==> src/rtl/core/sct_pkg.sv <==
// sct_pkg: constants, widths and the sine/cosine table for the table-plus-taylor block
// shared by every module under rtl/core; depends on nothing
package sct_pkg;

  // table and fixed-point format
  localparam int TABLE_SIZE = 256;
  localparam int TABLE_BITS = $clog2(TABLE_SIZE);
  localparam int FRAC_BITS  = 16;

  // port field widths
  localparam int ANGLE_W    = 32;
  localparam int OUT_W      = 18;
  localparam int S_TDATA_W  = 32;
  localparam int M_TDATA_W  = 40;

  // internal widths, work values are q30
  localparam int MAG_W      = 32;
  localparam int FRAC_W     = 32;
  localparam int WORK_W     = 32;

  // 1/(2*pi) in q64, split in halves for two 32x32 multipliers
  localparam logic [MAG_W-1:0] INV_2PI_HI = 32'h28BE60DB;
  localparam logic [MAG_W-1:0] INV_2PI_LO = 32'h9391054A;

  // radians per table step, q30 after the 34-bit shift
  localparam longint unsigned TWO_PI_Q60 = 64'h6487ED5110B4611A;
  localparam longint unsigned STEP_FULL  = (TWO_PI_Q60 / TABLE_SIZE) >> 28;
  localparam int STEP_W = $clog2(STEP_FULL + 1);
  localparam logic [STEP_W-1:0] STEP = STEP_W'(STEP_FULL);

  // fraction angle and its powers
  localparam int B_W   = STEP_W - 2;
  localparam int B2_W  = 2 * B_W - 30;
  localparam int B3_W  = B_W + B2_W - 30;
  localparam int CB_W  = 31;

  // taylor coefficients in q30
  localparam int KS_W  = 28;
  localparam int K120_W = 24;
  localparam int KC_W  = 30;
  localparam int K24_W = 26;
  localparam logic [KS_W-1:0]   K_SIXTH = 28'd178956971;
  localparam logic [K120_W-1:0] K_120TH = 24'd8947849;
  localparam logic [KC_W-1:0]   K_HALF  = 30'd536870912;
  localparam logic [K24_W-1:0]  K_24TH  = 26'd44739243;
  localparam logic [CB_W-1:0]   WORK_ONE = 31'd1073741824;

  // stage counts of the three datapath sections
  localparam int REDUCE_LAT  = 3;
  localparam int POLY_LAT    = 4;
  localparam int COMBINE_LAT = 3;
  localparam int PIPE_LAT    = REDUCE_LAT + POLY_LAT + COMBINE_LAT;

  // term divisors of the table generator, (2k)(2k+1) for sine and (2k-1)(2k) for cosine
  localparam int TERM_COUNT = 11;
  localparam longint unsigned SIN_TERM_DIV [TERM_COUNT] = '{
    64'd6, 64'd20, 64'd42, 64'd72, 64'd110, 64'd156, 64'd210, 64'd272, 64'd342, 64'd420,
    64'd506
  };
  localparam longint unsigned COS_TERM_DIV [TERM_COUNT] = '{
    64'd2, 64'd12, 64'd30, 64'd56, 64'd90, 64'd132, 64'd182, 64'd240, 64'd306, 64'd380,
    64'd462
  };

  typedef logic [TABLE_SIZE-1:0][WORK_W-1:0] rom_t;

  // one table entry, sin or cos of 2*pi*i/TABLE_SIZE in q30
  function automatic logic [WORK_W-1:0] rom_entry(input int i, input logic want_cos);
    longint unsigned q4;
    longint unsigned quad;
    longint unsigned r;
    longint unsigned x;
    longint unsigned x2;
    longint unsigned ts;
    longint unsigned tc;
    longint ss;
    longint cc;
    longint s_out;
    longint c_out;
    q4   = longint'(i % TABLE_SIZE) * 4;
    quad = q4 / TABLE_SIZE;
    r    = q4 % TABLE_SIZE;
    x    = (64'd1686629713 * r) / TABLE_SIZE;
    x2   = (x * x) >> 30;
    ts   = x;
    tc   = 64'd1 << 30;
    ss   = longint'(x);
    cc   = longint'(64'd1 << 30);
    // first term subtracts, signs alternate from there
    for (int k = 0; k < TERM_COUNT; k++) begin
      ts = ((ts * x2) >> 30) / SIN_TERM_DIV[k];
      tc = ((tc * x2) >> 30) / COS_TERM_DIV[k];
      if (k[0] == 1'b0) begin
        ss = ss - longint'(ts);
        cc = cc - longint'(tc);
      end else begin
        ss = ss + longint'(ts);
        cc = cc + longint'(tc);
      end
    end
    if (ss < 0) ss = 0;
    if (ss > (longint'(1) << 30)) ss = longint'(1) << 30;
    if (cc < 0) cc = 0;
    if (cc > (longint'(1) << 30)) cc = longint'(1) << 30;
    case (quad)
      64'd0: begin
        s_out = ss;
        c_out = cc;
      end
      64'd1: begin
        s_out = cc;
        c_out = -ss;
      end
      64'd2: begin
        s_out = -ss;
        c_out = -cc;
      end
      default: begin
        s_out = -cc;
        c_out = ss;
      end
    endcase
    return want_cos ? WORK_W'(c_out) : WORK_W'(s_out);
  endfunction

  function automatic rom_t build_rom(input logic want_cos);
    rom_t rom;
    for (int i = 0; i < TABLE_SIZE; i++) begin
      rom[i] = rom_entry(i, want_cos);
    end
    return rom;
  endfunction

endpackage

==> src/rtl/core/sct_reduce.sv <==
// sct_reduce: angle magnitude, scaling by TABLE_SIZE/(2*pi), split into table index and fraction
// three register stages; depends on sct_pkg
module sct_reduce (
  input  logic                            clk,
  input  logic                            en,
  input  logic [sct_pkg::ANGLE_W-1:0]     angle,
  output logic [sct_pkg::TABLE_BITS-1:0]  idx,
  output logic [sct_pkg::FRAC_W-1:0]      frac
);
  import sct_pkg::*;

  localparam int PROD_W = 2 * MAG_W;
  // position of the fraction within the upper sum (product bits shifted by TABLE_BITS)
  localparam int SUM_LO = FRAC_BITS - TABLE_BITS;

  logic [MAG_W-1:0]  mag;
  logic [MAG_W-1:0]  mag_next;
  logic [PROD_W-1:0] pa;
  logic [PROD_W-1:0] pb;
  logic [PROD_W-1:0] sum;

  // most negative angle comes out as 2^31 unsigned
  always_comb begin
    mag_next = angle[ANGLE_W-1] ? MAG_W'(~angle + 1'b1) : MAG_W'(angle);
  end

  // low half of pb only feeds bits below the fraction, no carry reaches the upper sum
  assign sum = pa + {{MAG_W{1'b0}}, pb[PROD_W-1:MAG_W]};

  always_ff @(posedge clk) begin
    if (en) begin
      mag  <= mag_next;
      pa   <= PROD_W'(mag) * PROD_W'(INV_2PI_HI);
      pb   <= PROD_W'(mag) * PROD_W'(INV_2PI_LO);
      idx  <= sum[SUM_LO+FRAC_W +: TABLE_BITS];
      frac <= sum[SUM_LO +: FRAC_W];
    end
  end

endmodule

==> config.mk <==
export PLATFORM = sky130hd
export DESIGN_NAME = sct_reduce
export DESIGN_NICKNAME = d
export VERILOG_FILES = /design/src/rtl/core/sct_pkg.sv /design/src/rtl/core/sct_reduce.sv
export SDC_FILE = /design/constraint.sdc
export NUM_CORES = 2
export LEC_CHECK = 0
export ABC_AREA = 1
export BUFFER_PORTS_ARGS = -buffer_cell sky130_fd_sc_hd__buf_2
export CORE_MARGIN = 3
export CORE_UTILIZATION = 54
export CTS_CLUSTER_DIAMETER = 200
export CTS_CLUSTER_SIZE = 14
export DETAILED_ROUTE_END_ITERATION = 12
export PLACE_DENSITY = 0.7
export RECOVER_POWER = 25
export SETUP_SLACK_MARGIN = 0.05
export SLEW_MARGIN = 20
export SYNTH_ARGS = -nofsm -noshare
export SYNTH_HDL_FRONTEND = slang
export SYNTH_SLANG_ARGS = --single-unit
==> constraint.sdc <==
create_clock -name clk -period 16.4 [get_ports clk]
set_clock_uncertainty 0.05 [all_clocks]
set_input_delay 0.82 -clock clk [delete_from_list [all_inputs] [get_ports clk]]
set_output_delay 0.82 -clock clk [all_outputs]
set_load 0.02 [all_outputs]
After elaboration in Yosys (flattened, before gate mapping):

Index checks and enable logic that the tools add are counted.

* register bits after elaboration: 183
* latch bits: 0
* bits in writable memories: 0
* bits in read-only memories: 0
* input bits: 34
* output and inout port bits: 40
* logic and storage cells: 12
* memories: 0

* add/subtract/negate cells: 2
* multipliers: 2
* div/mod/pow operators: 0
* order comparisons: 0
* equality and inequality tests: 0
* shift operators: 0
* multiplexer cells: 1
* bitwise logic cells: 1
* reduce and logical (&&, ||, !) cells: 0

Operators with widths (count)
* $mul A32 B31 Y63 const B: 1
* $add A48 B32 Y48: 1
* $mul A32 B30 Y48 const B: 1
* $add A32 B1 Y32 const B: 1
* $not A32 Y32: 1
* $mux W31: 1

Logic depth before layout (Yosys ltp):

* word-level depth: 3
* mapped depth: 30
* gate-level depth less buffers: 30

Worst setup path after synthesis:

No wires, ideal clock.

* path kind: register to register
* from: reg mag[12]
* to: reg pa[47] (data pin)
* setup time: 252 ps
* arrival: 5821 ps
* data required time: 16098 ps
* path slack: 10277 ps
* cell stages (with the launch flop): 25
* buffers on the path: 0
* clock period less this slack: 6123 ps
* path through: edfxtp_1 > fa_1 > fa_1 > inv_1 > fa_1 > fa_1 > inv_1 > fa_1 > fa_1 > fa_1 > inv_1 > fa_1 > inv_1 > ha_1 > nand2_1 > nor2_1 > nand2_1 > nor2_1 > nand2_1 > inv_1 > nand2_1 > nand3_2 > inv_1 > nand2_1 > nand2_1

* longest elaborated chain between the ends: 1

RTL lines
* start: declaration: line sct_reduce.sv:16 `logic [MAG_W-1:0] mag;`
* start signal: assignment: line sct_reduce.sv:32 `mag <= mag_next;`
* $mul A32 B30 Y48: line sct_reduce.sv:33 `pa <= PROD_W'(mag) * PROD_W'(INV_2PI_HI);`
* end signal: assignment: line sct_reduce.sv:33
* end: declaration: line sct_reduce.sv:18 `logic [PROD_W-1:0] pa;`

Every way passes these cells.
A chain may end at the register's enable or synchronous reset.

Final worst setup path:

* from: reg mag[0]
* to: reg pa[46] (data pin)

Same word-level chain as after synthesis.

==> results by group <==
Outcome
  • Status: finished, violations left
  • Violated checks: capacitance limit, slew limit

GRT
  • Vias in the first global route: 32300
  • GRT Overall Usage: 0.342
  • Met3 GRT Util: 0.0482
  • Global-route wire length before repair: 195000 µm
  • Met1 usage in global routing: 0.453
  • Grt total ovfl: 0
  • Antenna violations before repair: 2
  • Busiest layer in global routing: met2
  • Met2 Use GR: 0.556
  • Largest net degree at the start of global routing: 90

Clock tree
  • TritonCTS Buffers: 17
  • TritonCTS clock tree: yes
  • Setup bufs post-CTS: 0
  • # resized after CTS: 0
  • Clk sinks: 152
  • H-tree depth: 4
  • Hold Buf Count CTS: 0
  • Deepest clock path buffer count: 2
  • Clock transition at the registers of the reported paths: 0.07 ns
  • Clk Latency, worst-skew pair: 0.50 ns
  • Root buffer cell: clkbuf_16

Floorplanning
  • # rows: 98
  • Starting Density: 0.549
  • Core Area: 0.0721 mm²
  • Boundary Pins: 74
  • Die Height: 277 µm
  • Die width: 277 µm
  • Die area: 0.0766 mm²

Route
  • WL final: 128000 µm
  • Iter 0 DRT Violations: 2770
  • Drt first pass iters: 6
  • Antenna Nets Post-Route: 0
  • Wirelength per Cell: 21.3 µm
  • Via/cell ratio: 5.27
  • DR vias: 31700
  • Drt drc: 0

STA
  • RSZ-0062 raised after global routing: false
  • Worst slew margin: -2.48
  • Fmax: 133 MHz
  • TNS Setup: 0 ns
  • Hold_ws: 0.538 ns
  • Pins Over Slew Limit: 107
  • Final hold vios: 0
  • Minimum clock period: 7.50 ns
  • Tightest Pin Transition: 5.23 ns
  • Final period util: 0.457
  • Setup violations, final: 0

Setup path
  • CP endpoint kind: flip-flop
  • Worst r2r path cells: 24
  • Crit path DAT: 7.69 ns
  • WP data required: 16.60 ns
  • Crit-path max FO: 16
  • Reg2reg start: mag[0]
  • R2r setup slk: 8.90 ns
  • RR Endpoint: pa[46]
  • Critical path class: reg2reg
  • Worst setup SP type: flip-flop

Synthesis
  • Number of synthesized flops with an enable pin: 152
  • Syn. warnings: 0
  • Mapped Area: 0.0396 mm²
  • Top_reg_cell synth: edfxtp_1
  • #FFs+latches synth: 152
  • Synth top area cells: fa_1 30%, ha_1 22%, inv_1 13%
  • Post-Syn Instances: 4947
  • Mean Syn Cell Area: 8.00 µm²
  • Area share of the largest cell type after synthesis: 0.298
  • Asr flop ratio synth: 0
  • Cell taking the most area after synthesis: fa_1
  • Mapped Nets: 6260
  • Unique masters post-synth: 39
  • Sequential area share after synthesis: 0.115

Finish
  • Fill cells: 6850
  • Area growth, synth to finish: 5.68%
  • Multi-input gate area: 0.0297 mm²
  • Register Area: 0.00456 mm²
  • Nets@finish: 6369
  • Layout cells sized above 1: 0.0385

Worst hold path
  • HP Class: in2reg
  • Hold Path Depth: 1
  • Hold EP: mag[0]
  • HP Start: angle[0]

Placement
  • Hpwl dp: 114000 µm
  • RePlAce Congestion: 1.05
  • IO Port Bufs: 73

Run
  • Max-Cap Viols: 2
-- sequential cells by signal, indices dropped and copies added (netlist names) --
register	cells
mag	32
idx	8
pb	33
pa	47
frac	32
-- layer usage --
layer  up-vias  part of all wire  wire, µm
met5         -                 0         0
met4         0             0.057      7340
met3       282             0.072      9180
met2      1194              0.46     58300
met1     15200              0.42     53300
li1      15100                 -         -
-- critical path, stage by stage, from the launching register on --
cell and delay [ns]:
edfxtp_1 0.32, clkbuf_1 1.22, fa_1 0.64, inv_1 0.09, fa_1 0.42, inv_1 0.07
ha_1 0.14, inv_1 0.05, fa_1 0.35, inv_1 0.10, fa_1 0.45, fa_1 0.52
fa_1 0.51, inv_1 0.06, fa_1 0.50, inv_1 0.04, ha_1 0.44, nand2_1 0.18
nor2_1 0.20, nand2_1 0.14, nor2_1 0.32, and2_1 0.18, nand2_1 0.08, nand4_1 0.13
nand2_1 0.05
-- layout make-up --
| type | count | share of cell area |
|---|---|---|
| Multi-Input combinational cell | 3374 | 0.710 |
| Antenna cell | 1 | 0.0000598 |
| Inverter | 1418 | 0.127 |
| Clock buffer | 18 | 0.0103 |
| Tap cell | 950 | 0.0284 |
| Sequential cell | 152 | 0.109 |
| Timing Repair Buffer | 93 | 0.0121 |
| Clock inverter | 14 | 0.00311 |
-- cells by family (layout without fill, tap and decap cells) --
family,count (synthesis),after routing,share of synthesized area
xor gates and xnor gates,89,89,0.0197
other,0,1,0
DFF,152,152,0.115
buffers and inverters,1421,1543,0.135
and+or+nand+nor,1848,1848,0.192
AOI/OAI and AO/OA,158,158,0.0221
adders and majority gates,1279,1279,0.516
-- how the worst max path moves through the flow --
stage | cells after the start | endpoint | from | slack (ns)
after CTS | 24 | pb[35] | mag[6] | 9.21
after detailed placement | 24 | pb[35] | mag[6] | 9.25
after global placement | 24 | pb[35] | mag[6] | 9.33
after floorplan | 24 | pa[47] | mag[12] | 10.28
after global routing | 26 | pa[35] | mag[0] | 8.65
final | 24 | pa[46] | mag[0] | 8.90
-- cell usage after synthesis (27+ instances only) --
master	instances
a21oi_1	99
edfxtp_1	152
fa_1	589
ha_1	690
inv_1	1414
nand2_1	1227
nand3_1	169
nand4_1	63
nor2_1	287
nor2_2	27
o21ai_0	32
xor2_1	65
-- per-stage QoR --
stage               std cells  utilization  setup WS (ns)  area [µm²]
floorplan                4947            -          10.28       39600
global route             6019        0.580           8.65       41800
CTS                      6019        0.580           9.21       41800
detailed placement       5987        0.573           9.25       41300
finish                   6020        0.580           8.90       41800
global placement         5987        0.573           9.33       41300
-- placed cells by master, fill, tap and decap left out, types with 32 or more instances in the layout --
cell,synthesis,layout
inv_1,1414,1414
nand2_1,1227,1227
ha_1,690,690
fa_1,589,589
nor2_1,287,287
nand3_1,169,169
edfxtp_1,152,152
a21oi_1,99,99
buf_2,0,70
xor2_1,65,65
nand4_1,63,63
o21ai_0,32,32
Power is not shown: default switching activity piles up to over one toggle a cycle in this logic, so the estimate is an artifact.
